## src/rtl/utf16_to_utf8_transcoder_core_macros.svh

```systemverilog
// assertion macros for the transcoder rtl
// expects signals named clock and reset in the module that uses them
`ifndef UTF16_TO_UTF8_TRANSCODER_CORE_MACROS_SVH
`define UTF16_TO_UTF8_TRANSCODER_CORE_MACROS_SVH
`ifndef SYNTHESIS
`define U16U8_ASSERT(label, prop) \
   label: assert property (@(posedge clock) disable iff (reset) (prop)) \
      else $error("u16u8 assertion failed");
`define U16U8_NEVER(label, cond) \
   label: assert property (@(posedge clock) disable iff (reset) !(cond)) \
      else $error("u16u8 forbidden condition seen");
`else
`define U16U8_ASSERT(label, prop)
`define U16U8_NEVER(label, cond)
`endif
`endif

```

## src/rtl/u16u8_pkg.sv

```systemverilog
// shared types and constants of the utf-16 to utf-8 transcoder
// no dependencies
package u16u8_pkg;

   localparam logic [15:0] SURR_MASK = 16'hfc00;
   localparam logic [15:0] HIGH_SURR = 16'hd800;
   localparam logic [15:0] LOW_SURR  = 16'hdc00;
   localparam logic [20:0] SUPP_BASE = 21'h10000;
   localparam logic [15:0] CP_TWO_BYTES   = 16'h0080;
   localparam logic [15:0] CP_THREE_BYTES = 16'h0800;

   localparam int QUEUE_DEPTH_DEF = 2;

   // utf-8 sequence length
   typedef enum logic [1:0] {
      LEN_1 = 2'd0,
      LEN_2 = 2'd1,
      LEN_3 = 2'd2,
      LEN_4 = 2'd3
   } len_type;

   // one classified unit of work for the back end
   typedef struct packed {
      logic        bad;
      len_type     len;
      logic [20:0] cp;
   } cmd_type;

   // front to queue
   typedef struct packed {
      logic    push;
      cmd_type cmd;
   } push_type;

endpackage

```

## src/rtl/u16u8_front.sv

```systemverilog
// front end: surrogate tracking and classification of code units
// depends on u16u8_pkg
module u16u8_front
   import u16u8_pkg::*;
(
   input  logic        clock,
   input  logic        reset,
   input  logic        accept,
   input  logic [15:0] code_unit,
   output push_type    to_queue
);

   logic       pending_ff, pending_in;
   logic [9:0] high_ff, high_in;
   logic       is_high, is_low;
   cmd_type    cmd;

   assign is_high = (code_unit & SURR_MASK) == HIGH_SURR;
   assign is_low  = (code_unit & SURR_MASK) == LOW_SURR;

   always_comb begin
      pending_in = pending_ff;
      high_in    = high_ff;
      cmd.bad    = 1'b0;
      cmd.len    = LEN_1;
      cmd.cp     = {5'd0, code_unit};
      if (pending_ff) begin
         if (is_low) begin
            cmd.len = LEN_4;
            cmd.cp  = SUPP_BASE + {1'b0, high_ff, code_unit[9:0]};
         end else begin
            cmd.bad = 1'b1;
         end
      end else if (is_low) begin
         cmd.bad = 1'b1;
      end else if (code_unit >= CP_THREE_BYTES) begin
         cmd.len = LEN_3;
      end else if (code_unit >= CP_TWO_BYTES) begin
         cmd.len = LEN_2;
      end
      if (accept) begin
         pending_in = !pending_ff && is_high;
         high_in    = (!pending_ff && is_high) ? code_unit[9:0] : 10'd0;
      end
   end

   // a fresh high surrogate is only held
   assign to_queue.push = accept && (pending_ff || !is_high);
   assign to_queue.cmd  = cmd;

   always_ff @(posedge clock) begin
      if (reset) begin
         pending_ff <= 1'b0;
         high_ff    <= 10'd0;
      end else begin
         pending_ff <= pending_in;
         high_ff    <= high_in;
      end
   end

endmodule

```

## src/rtl/u16u8_queue.sv

```systemverilog
// small command queue between front and back end
// depends on u16u8_pkg
module u16u8_queue
   import u16u8_pkg::*;
#(
   parameter int DEPTH = QUEUE_DEPTH_DEF
) (
   input  logic     clock,
   input  logic     reset,
   input  push_type wr,
   output logic     full,
   input  logic     pop,
   output logic     valid,
   output cmd_type  head
);

   localparam int PW = $clog2(DEPTH);
   localparam int CW = $clog2(DEPTH + 1);
   localparam logic [PW-1:0] LAST_PTR = PW'(DEPTH - 1);
   localparam logic [CW-1:0] FULL_CNT = CW'(DEPTH);

   cmd_type       mem_ff [DEPTH];
   logic [PW-1:0] wr_ptr_ff, wr_ptr_in, rd_ptr_ff, rd_ptr_in;
   logic [CW-1:0] count_ff, count_in;
   logic          do_push, do_pop;

   assign full    = count_ff == FULL_CNT;
   assign valid   = count_ff != '0;
   assign head    = mem_ff[rd_ptr_ff];
   assign do_push = wr.push && !full;
   assign do_pop  = pop && valid;

   always_comb begin
      wr_ptr_in = wr_ptr_ff;
      rd_ptr_in = rd_ptr_ff;
      count_in  = count_ff;
      if (do_push) begin
         wr_ptr_in = (wr_ptr_ff == LAST_PTR) ? '0 : wr_ptr_ff + 1'b1;
      end
      if (do_pop) begin
         rd_ptr_in = (rd_ptr_ff == LAST_PTR) ? '0 : rd_ptr_ff + 1'b1;
      end
      if (do_push && !do_pop) begin
         count_in = count_ff + 1'b1;
      end else if (do_pop && !do_push) begin
         count_in = count_ff - 1'b1;
      end
   end

   always_ff @(posedge clock) begin
      if (do_push) begin
         mem_ff[wr_ptr_ff] <= wr.cmd;
      end
   end

   always_ff @(posedge clock) begin
      if (reset) begin
         wr_ptr_ff <= '0;
         rd_ptr_ff <= '0;
         count_ff  <= '0;
      end else begin
         wr_ptr_ff <= wr_ptr_in;
         rd_ptr_ff <= rd_ptr_in;
         count_ff  <= count_in;
      end
   end

endmodule

```

## src/rtl/u16u8_back.sv

```systemverilog
// back end: byte sequencer with output register
// depends on u16u8_pkg
module u16u8_back
   import u16u8_pkg::*;
(
   input  logic       clock,
   input  logic       reset,
   input  logic       q_valid,
   input  cmd_type    q_head,
   output logic       q_pop,
   output logic       out_valid,
   input  logic       out_pop,
   output logic [7:0] out_byte,
   output logic       end_of_name,
   output logic       bad_sequence,
   output logic       last_of_run
);

   logic       cur_valid_ff, cur_valid_in;
   cmd_type    cur_ff;
   logic [1:0] idx_ff, idx_in;
   logic       ov_ff, ov_in;
   logic [7:0] byte_ff, byte_in;
   logic       eon_ff, bad_ff, last_ff;
   logic       adv, cur_last, load;
   logic [1:0] rem;
   logic [5:0] seg;
   logic [7:0] lead;

   assign adv      = cur_valid_ff && (!ov_ff || out_pop);
   assign cur_last = cur_ff.bad || (idx_ff == cur_ff.len);
   assign load     = q_valid && (!cur_valid_ff || (adv && cur_last));
   assign q_pop    = load;
   assign rem      = cur_ff.len - idx_ff;

   always_comb begin
      unique case (rem)
         2'd0:    seg = cur_ff.cp[5:0];
         2'd1:    seg = cur_ff.cp[11:6];
         2'd2:    seg = cur_ff.cp[17:12];
         default: seg = {3'b000, cur_ff.cp[20:18]};
      endcase
      unique case (cur_ff.len)
         LEN_1: lead = {1'b0, cur_ff.cp[6:0]};
         LEN_2: lead = {3'b110, cur_ff.cp[10:6]};
         LEN_3: lead = {4'b1110, cur_ff.cp[15:12]};
         LEN_4: lead = {5'b11110, cur_ff.cp[20:18]};
         default: lead = 8'd0;
      endcase
      if (cur_ff.bad) begin
         byte_in = 8'd0;
      end else if (idx_ff == 2'd0) begin
         byte_in = lead;
      end else begin
         byte_in = {2'b10, seg};
      end
   end

   always_comb begin
      cur_valid_in = cur_valid_ff;
      idx_in       = idx_ff;
      ov_in        = ov_ff;
      if (load) begin
         cur_valid_in = 1'b1;
         idx_in       = 2'd0;
      end else if (adv && cur_last) begin
         cur_valid_in = 1'b0;
      end else if (adv) begin
         idx_in = idx_ff + 1'b1;
      end
      if (adv) begin
         ov_in = 1'b1;
      end else if (out_pop) begin
         ov_in = 1'b0;
      end
   end

   always_ff @(posedge clock) begin
      if (load) begin
         cur_ff <= q_head;
      end
      if (adv) begin
         byte_ff <= byte_in;
         eon_ff  <= !cur_ff.bad && (cur_ff.len == LEN_1) && (cur_ff.cp[6:0] == 7'd0);
         bad_ff  <= cur_ff.bad;
         last_ff <= cur_last;
      end
   end

   always_ff @(posedge clock) begin
      if (reset) begin
         cur_valid_ff <= 1'b0;
         idx_ff       <= 2'd0;
         ov_ff        <= 1'b0;
      end else begin
         cur_valid_ff <= cur_valid_in;
         idx_ff       <= idx_in;
         ov_ff        <= ov_in;
      end
   end

   assign out_valid    = ov_ff;
   assign out_byte     = byte_ff;
   assign end_of_name  = eon_ff;
   assign bad_sequence = bad_ff;
   assign last_of_run  = last_ff;

endmodule

```

## src/rtl/utf16_to_utf8_transcoder_core.sv

```systemverilog
// top level of the utf-16 to utf-8 transcoder
// depends on u16u8_pkg, u16u8_front, u16u8_queue, u16u8_back and the macros header
//
// Streams utf-16 code units in and utf-8 bytes out, one byte per beat, lead
// byte first. The bytes of a code unit leave at one per cycle while results
// are popped; a unit has 1 to 3 bytes, 4 for a surrogate pair and 0 for a
// held high surrogate.
// The output byte sequencer is the bottleneck: unstalled throughput is one
// byte per clock. A zero unit yields byte 0 with end_of_name set. A lone low
// surrogate, or a held high surrogate followed by anything but a low one,
// yields one beat with bad_sequence set and out_byte 0; in the latter case the
// following unit is swallowed and the held surrogate is dropped.
// last_of_run marks the final beat produced by one input unit. Input and
// result channels are independent; a short command queue lets input keep
// flowing while results stall, up to QUEUE_DEPTH commands plus two in flight.
`include "utf16_to_utf8_transcoder_core_macros.svh"
module utf16_to_utf8_transcoder_core
   import u16u8_pkg::*;
#(
   parameter int QUEUE_DEPTH = QUEUE_DEPTH_DEF
) (
   input  logic        clock,
   input  logic        reset,
   // input channel
   input  logic        req_push,
   output logic        req_full,
   input  logic [15:0] req_code_unit,
   // result channel
   output logic        rsp_empty,
   input  logic        rsp_pop,
   output logic [7:0]  rsp_out_byte,
   output logic        rsp_end_of_name,
   output logic        rsp_bad_sequence,
   output logic        rsp_last_of_run
);

   push_type to_queue;
   cmd_type  q_head;
   logic     q_full, q_valid, q_pop;
   logic     accept;
   logic     out_valid;

   // the input is stalled only when the command queue is full
   assign req_full = q_full;
   assign accept   = req_push && !q_full;

   // classification and surrogate pairing
   u16u8_front u_front (
      .clock     (clock),
      .reset     (reset),
      .accept    (accept),
      .code_unit (req_code_unit),
      .to_queue  (to_queue)
   );

   // decouples input rate from byte output rate
   u16u8_queue #(
      .DEPTH (QUEUE_DEPTH)
   ) u_queue (
      .clock (clock),
      .reset (reset),
      .wr    (to_queue),
      .full  (q_full),
      .pop   (q_pop),
      .valid (q_valid),
      .head  (q_head)
   );

   // byte sequencer and output register
   u16u8_back u_back (
      .clock        (clock),
      .reset        (reset),
      .q_valid      (q_valid),
      .q_head       (q_head),
      .q_pop        (q_pop),
      .out_valid    (out_valid),
      .out_pop      (rsp_pop),
      .out_byte     (rsp_out_byte),
      .end_of_name  (rsp_end_of_name),
      .bad_sequence (rsp_bad_sequence),
      .last_of_run  (rsp_last_of_run)
   );

   assign rsp_empty = !out_valid;

   // error beats carry a zero byte and close their run
   `U16U8_ASSERT(a_bad_beat, !rsp_empty && rsp_bad_sequence |-> rsp_out_byte == 8'd0 && rsp_last_of_run)
   // terminator is a lone zero byte, never flagged bad
   `U16U8_ASSERT(a_eon_beat, !rsp_empty && rsp_end_of_name |-> rsp_out_byte == 8'd0 && rsp_last_of_run && !rsp_bad_sequence)
   // every beat that is not the last of its run belongs to a multi-byte sequence
   `U16U8_NEVER(a_mid_ascii, !rsp_empty && !rsp_last_of_run && !rsp_out_byte[7])

endmodule
```

## config.mk

```make
export PLATFORM = sky130hd
export DESIGN_NAME = utf16_to_utf8_transcoder_core
export DESIGN_NICKNAME = d
export VERILOG_FILES = /design/src/rtl/u16u8_pkg.sv /design/src/rtl/u16u8_front.sv /design/src/rtl/u16u8_queue.sv /design/src/rtl/u16u8_back.sv /design/src/rtl/utf16_to_utf8_transcoder_core.sv
export VERILOG_INCLUDE_DIRS = /design/src /design/src/rtl
export SDC_FILE = /design/constraint.sdc
export NUM_CORES = 1
export LEC_CHECK = 0
export ABC_AREA = 0
export BUFFER_PORTS_ARGS = -buffer_cell sky130_fd_sc_hd__buf_2
export CAP_MARGIN = 15
export CORE_AREA = 3 3 101 103
export CTS_BUF_LIST = sky130_fd_sc_hd__clkbuf_4
export DETAILED_ROUTE_END_ITERATION = 6
export DIE_AREA = 0 0 104 106
export SKIP_LAST_GASP = 1
export SLEW_MARGIN = 30
export SYNTH_ARGS = -nofsm -noshare
export SYNTH_HDL_FRONTEND = slang
export SYNTH_SLANG_ARGS = --single-unit
```

## constraint.sdc

```tcl
create_clock -name clock -period 10 [get_ports clock]
set_clock_uncertainty 0.05 [all_clocks]
set_input_delay 1 -clock clock [delete_from_list [all_inputs] [get_ports clock]]
set_output_delay 1 -clock clock [all_outputs]
set_load 0.02 [all_outputs]
```

=== Yosys cells after proc, flatten, opt, wreduce, memory -nomap -nowiden ===
Memories as Yosys holds them, arrays and structs flattened. A register that Yosys moved wholly into a read port is not among the register bits.
Index checks and enable logic that the tools add are counted.

* Word-level logic and storage cells: 91
* Memories kept: 1
* Bits in writable memories: 48
* Bits of input ports: 20
* Output and inout port bits: 13
* Register bits after elaboration: 30

{| class="wikitable"
|+ Memories
! name !! words !! width !! rd ports !! clocked after memory_dff !! write ports !! RTL line !! text
|-
| u_queue.mem_ff || 2 || 24 || 1 || 1 || 1 || u16u8_queue.sv:22 || <nowiki>cmd_type mem_ff [DEPTH];</nowiki>
|}

* Order comparisons: 2
* Bitwise logic cells: 2
* Reduce and logical (&&, ||, !) cells: 35
* Multiplexer cells: 22
* Add/subtract/negate cells: 7
* Equal/unequal tests: 9

{| class="wikitable"
|+ Operators with widths
! cell !! count
|-
| one-hot mux 8 bit (4 select lines) || 1
|-
| two-way mux 23 bit || 1
|-
| adder 17 x 20 -> 21 bit (first input constant) || 1
|-
| two-way mux 21 bit || 1
|-
| one-hot mux 6 bit (3 select lines) || 1
|-
| greater-or-equal comparator 16 x 12 -> 1 bit (second input constant) || 1
|-
| greater-or-equal comparator 16 x 8 -> 1 bit (second input constant) || 1
|-
| == test 6 bit (second input constant) || 2
|-
| logical AND 1 bit || 12
|-
| two-way mux 1 bit || 11
|-
| two-way mux 10 bit || 1
|-
| == test 2 bit (second input constant) || 4
|-
| logical NOT 1 bit || 8
|-
| two-way mux 2 bit || 4
|-
| two-way mux 8 bit || 1
|-
| nonzero test 2 bit || 4
|-
| logical NOT 7 bit || 1
|-
| logical NOT 2 bit || 3
|-
| adder 2 x 1 -> 2 bit (second input constant) || 2
|-
| == test 2 x 1 -> 1 bit (second input constant) || 2
|-
| logical OR 1 bit || 4
|-
| OR reduction 2 bit || 2
|-
| two-way mux 3 bit || 1
|-
| adder 1 bit (second input constant) || 2
|-
| other kinds (5) || 6
|}

=== Logic depth before layout (Yosys ltp) ===
* Word-level depth: 10
* Gate-level depth with buffers: 11
* Mapped depth without buffers: 9

=== Cells and area by module ===
Synthesis repeated with hierarchy kept, for this count alone.

* Cells, all modules: 305
* Area, all modules: 4,484.3 um^2

{| class="wikitable"
|+ Modules (own cells, without submodules)
! module !! seq. area each (um^2) !! times used !! cells each !! area an instance (um^2)
|-
| u16u8_queue || 1,541.5 || 1 || 100 || 1,946.9
|-
| u16u8_back || 1,131.1 || 1 || 108 || 1,692.9
|-
| u16u8_front || 220.2 || 1 || 95 || 827.0
|-
| utf16_to_utf8_transcoder_core || 0.0 || 1 || 2 || 17.5
|}

=== Worst setup path after synthesis ===
OpenSTA, ideal clock, no wires.

* Path kind: register -> register
* From: reg u_back.cur_ff[21] (netlist name)
* To: reg u_queue.count_ff[1]
* Library setup time: 0.071 ns
* Data required time: 9.879 ns
* Buffers on the path: 2
* Clock period less this slack: 3.815 ns
* Path slack: 6.185 ns
* Cell stages (with the launch flop): 11
* Arrival: 3.695 ns
* Cell sequence: edfxtp_1 clkbuf_1 inv_1 ha_1 buf_2 nand3_1 a21oi_1 inv_1 ha_1 or3_1 a21oi_1

* Word-level cells in the longest chain between the ends: 9
* Elaborated cells on any way between the ends: 11
* Classes of those cells: eq/ne: 1; mux: 1; reduce/logical: 9

{| class="wikitable"
|+ RTL lines
! element !! RTL line !! text
|-
| == test 2 bit (*) || u16u8_back.sv:31 || <nowiki>assign cur_last = cur_ff.bad || (idx_ff == cur_ff.len);</nowiki>
|-
| logical OR 1 bit (*) || u16u8_back.sv:31 ||
|-
| logical AND 1 bit (*) || u16u8_back.sv:32 || <nowiki>assign load = q_valid && (!cur_valid_ff || (adv && cur_last));</nowiki>
|-
| logical OR 1 bit (*) || u16u8_back.sv:32 ||
|-
| logical AND 1 bit (*) || u16u8_back.sv:32 ||
|-
| via q_pop || utf16_to_utf8_transcoder_core.sv:39 || <nowiki>logic q_full, q_valid, q_pop;</nowiki>
|-
| logical AND 1 bit (*) || u16u8_queue.sv:31 || <nowiki>assign do_pop = pop && valid;</nowiki>
|-
| logical NOT 1 bit || u16u8_queue.sv:43 || <nowiki>if (do_push && !do_pop) begin</nowiki>
|-
| logical AND 1 bit || u16u8_queue.sv:43 ||
|-
| two-way mux 2 bit or nonzero test 2 bit (tied branches) || n/a ||
|-
| to (signal assigned) || u16u8_queue.sv:64 || <nowiki>count_ff <= count_in;</nowiki>
|-
| to (decl) || u16u8_queue.sv:24 || <nowiki>logic [CW-1:0] count_ff, count_in;</nowiki>
|}

Mark *: on every way through the listed nets, which the timed path passes. The rest lies on a longest branch.
A chain may end at the register's enable or synchronous reset.

=== Worst setup path in the final report ===
* From: reg u_back.cur_ff[21] (netlist name)
* To: reg u_queue.count_ff[1]

* Word-level cells in the longest chain between the ends: 9
* Elaborated cells on any way between the ends: 11
* Classes of those cells: eq/ne: 1; mux: 1; reduce/logical: 9

{| class="wikitable"
|+ RTL lines
! element !! RTL line
|-
| == test 2 bit (*) || u16u8_back.sv:31
|-
| logical OR 1 bit (*) || u16u8_back.sv:31
|-
| logical AND 1 bit (*) || u16u8_back.sv:32
|-
| logical OR 1 bit (*) || u16u8_back.sv:32
|-
| logical AND 1 bit (*) || u16u8_back.sv:32
|-
| via q_pop || utf16_to_utf8_transcoder_core.sv:39
|-
| logical AND 1 bit (*) || u16u8_queue.sv:31
|-
| logical NOT 1 bit || u16u8_queue.sv:43
|-
| logical AND 1 bit || u16u8_queue.sv:43
|-
| two-way mux 2 bit or nonzero test 2 bit (tied branches) || n/a
|}

Marked as above.

==> reports/metrics.yaml <==
status:
  status: "complete, no violations"
timing:
  finalSetupViolCount: 0
  rsz0062_at_grt: "no"
  hold_viol_final: 0
  slew_headroom_pct: 53.9
  final_max_slew_viol_count: 0
  fin_crit_sh_pct: 30.3
  tightest_slew_ns: 0.690
  fin_setup_tns_ns: 0
  fmax_mhz: 330
  period_needed_ns: 3.03
clock_network:
  cts.sinks: 102
  clk_pin_slew_ns: 0.16
  clock-root-buffer: "clkbuf_4"
  cts_buffers: 9
  clk_latency_ns: 0.43
  cts_resized: 0
  cts_max_level: 3
  clockBufferDepth: 2
  cts_setup_buffers: 0
  cts_tree: "built"
  postCtsHoldBufs: 0
setup_path:
  crit_path_start_kind: "flip-flop"
  crit_path_max_fanout: 28
  worst_ep_required_time_ns: 10.32
  critical-path-slowest-cell: "ha_1"
  crit_path_cell_trace: "inv_1 > ha_1 > nand3_1 > a21oi_2 > buf_4 > inv_1 > ha_1 > or3_1 > a21oi_1"
  cp.arrival_ns: 3.35
  max_stage_delay_ns: 0.59
  path_class: "reg2reg"
  cp-end-kind: "flip-flop"
yosys:
  ys_seq_elements: 102
  syn_nets: 298
  ys_warn_count: 0
  synth.avg_cell_area_um2: 15.3
  synthCells: 274
  ys_types: 37
  synth_seq_area_share_pct: 68.3
  synthesis.area_um2: 4210
grt:
  grt_overflow: 0
  antenna_found_initial: 0
  grt_pass1_vias: 2133
  track_usage_pct: 13.1
  grt_pass1_wl_mm: 11.0
  grt_max_degree: 29
hold_path:
  hp-class: "reg2reg"
routing:
  ant_nets: 0
  wl_met1_mm: 3.33
  drt_iter0_markers: 60
  highest_layer: "met4"
  wl_mm: 6.99
  wl_per_cell_um: 15.9
  drc: 0
  dr.pass1.iters: 4
  viasPerCell: 5.05
  met2_length_mm: 3.22
  vias: 2219
  routed-wl-met3_um: 265
finish:
  final_layout_size_suffix_gt1_share_pct: 27.4
  mostFrequentLayoutCell: "edfxtp_1"
  nFillCells: 821
  diodes: 0
  layout.nets: 329
  area_delta_synth_final_pct: 10.1
  layout_common_cells: "83 x edfxtp_1, 32 x buf_2, 28 x nor2_1"
pwr:
  power_density_nw_per_um2: 267
  leakagePower_uw: 0.00162
  vdd_drop_max_uv: 92.6
  total_power_uw: 1240
floorplanning:
  design.portCount: 33
  design.die.area_um2: 11000
  die_h_um: 106
  initial_core_util_pct: 45.3
  core_um2: 9280
  rows: 35
  die_w_um: 104
run:
  maxCapViolations: 0
placement:
  dpl.hpwl_mm: 4.82
  routabilityCongestion: 0.802
  numPortBuffers: 32
==> Yosys cell counts <==
library cell | number | area (µm²)
or3_1 | 1 | 6.26
nand2_1 | 7 | 26.3
nor3b_1 | 2 | 15.0
ha_1 | 4 | 50.1
mux4_1 | 6 | 158
a211oi_1 | 1 | 7.51
nand2b_1 | 4 | 25.0
inv_1 | 8 | 30.0
nor2b_1 | 3 | 18.8
xnor2_1 | 5 | 43.8
and3b_1 | 1 | 8.76
mux2_4 | 1 | 15.0
mux2_2 | 27 | 304
nand3b_1 | 1 | 7.51
a41o_1 | 1 | 10.0
nor2_1 | 28 | 105
a22oi_1 | 10 | 75.1
xnor2_4 | 2 | 55.1
and2_1 | 3 | 18.8
clkbuf_1 | 9 | 33.8
o21ai_0 | 2 | 10.0
a21oi_1 | 13 | 65.1
buf_2 | 3 | 15.0
a311oi_1 | 3 | 26.3
o21a_1 | 2 | 15.0
mux2i_1 | 4 | 40.0
dfxtp_1 | 19 | 380
buf_6 | 1 | 11.3
a21boi_0 | 1 | 7.51
edfxtp_1 | 83 | 2490
or4_1 | 1 | 7.51
xor2_1 | 3 | 26.3
nand3_1 | 5 | 25.0
nor4_1 | 3 | 18.8
a31oi_1 | 1 | 6.26
a211oi_2 | 2 | 25.0
nor3_1 | 4 | 20.0
==> power by group <==
part / switching (µW) / internal (µW)
clock network: 134 / 77.3
logic: 179 / 159
registers: 78.7 / 610
==> cells by family after synthesis <==
kind of cell             count (synthesis)  share of synthesized area, %
flip-flops                             102                          68.3
adder cells (fa/ha/maj)                  4                          1.19
buffers and inverters                   21                          2.14
XOR/XNOR                                10                          2.98
AO/OA/AOI/OAI                           36                          5.89
AND/OR/NAND/NOR                         63                          7.20
multiplexers                            38                          12.3
==> path summary, 6_finish.rpt <==
kind / start / to / slack [ns] / cells after the start
worst max-delay path: u_back.cur_ff[21] / u_queue.count_ff[1] / 6.97 / 9
worst max register to register: u_back.cur_ff[21] / u_queue.count_ff[1] / 6.97 / 9
worst min register to register: u_back.cur_valid_ff / u_back.out_valid / 0.43 / 2
worst min-delay path: u_back.cur_valid_ff / u_back.out_valid / 0.43 / 2
==> cell type report <==
cell class | count | area [µm²] | share of cell area (%)
Tap cell | 129 | 161 | 3.49
Sequential cell | 102 | 2870 | 62.1
Multi-Input combinational cell | 151 | 1250 | 27.1
Timing Repair Buffer | 33 | 168 | 3.62
Inverter | 8 | 30.0 | 0.649
Clock buffer | 9 | 67.6 | 1.46
Clock inverter | 7 | 73.8 | 1.59
==> stage by stage <==
stage / setup slack (ns) / cells / util, % / hold WS [ns] / cell area [µm²]
after CTS: 6.96 / 439 / 49.9 / 0.432 / 4630
after global placement: 6.79 / 423 / 48.3 / 0.408 / 4480
after detailed placement: 6.98 / 423 / 48.3 / 0.412 / 4490
after global routing: 6.74 / 439 / 49.9 / 0.446 / 4630
final: 6.97 / 439 / 49.9 / 0.428 / 4630
after floorplan: 6.18 / 274 / - / 0.392 / 4210
==> registers in the layout, indices dropped and copies added, names as in the netlist <==
signal	cells
u_back.end_of_name	1
u_back.bad_sequence	1
u_back.cur_ff	24
u_back.out_byte	8
u_back.last_of_run	1
u_queue.rd_ptr_ff	1
u_queue.wr_ptr_ff	1
u_front.high_ff	10
u_back.out_valid	1
u_back.cur_valid_ff	1
u_front.pending_ff	1
u_queue.mem_ff	48
u_queue.count_ff	2
u_back.idx_ff	2
==> routing by layer <==
layer / global-route usage (%) / vias up
met3: 2.43 / 18
met4: 5.98 / 0
met1: 17.5 / 1042
li1: - / 1099
met5: 0 / -
met2: 20.8 / 60
==> worst max-delay path: cells and delay by family (launching register included) <==
kind | cells | cell delay (ns)
adder cells (fa/ha/maj) | 2 | 0.93
flip-flops | 1 | 0.58
buffers and inverters | 3 | 0.56
AND/OR/NAND/NOR | 2 | 0.55
AO/OA/AOI/OAI | 2 | 0.29
Power figures use the tool's default switching activity.
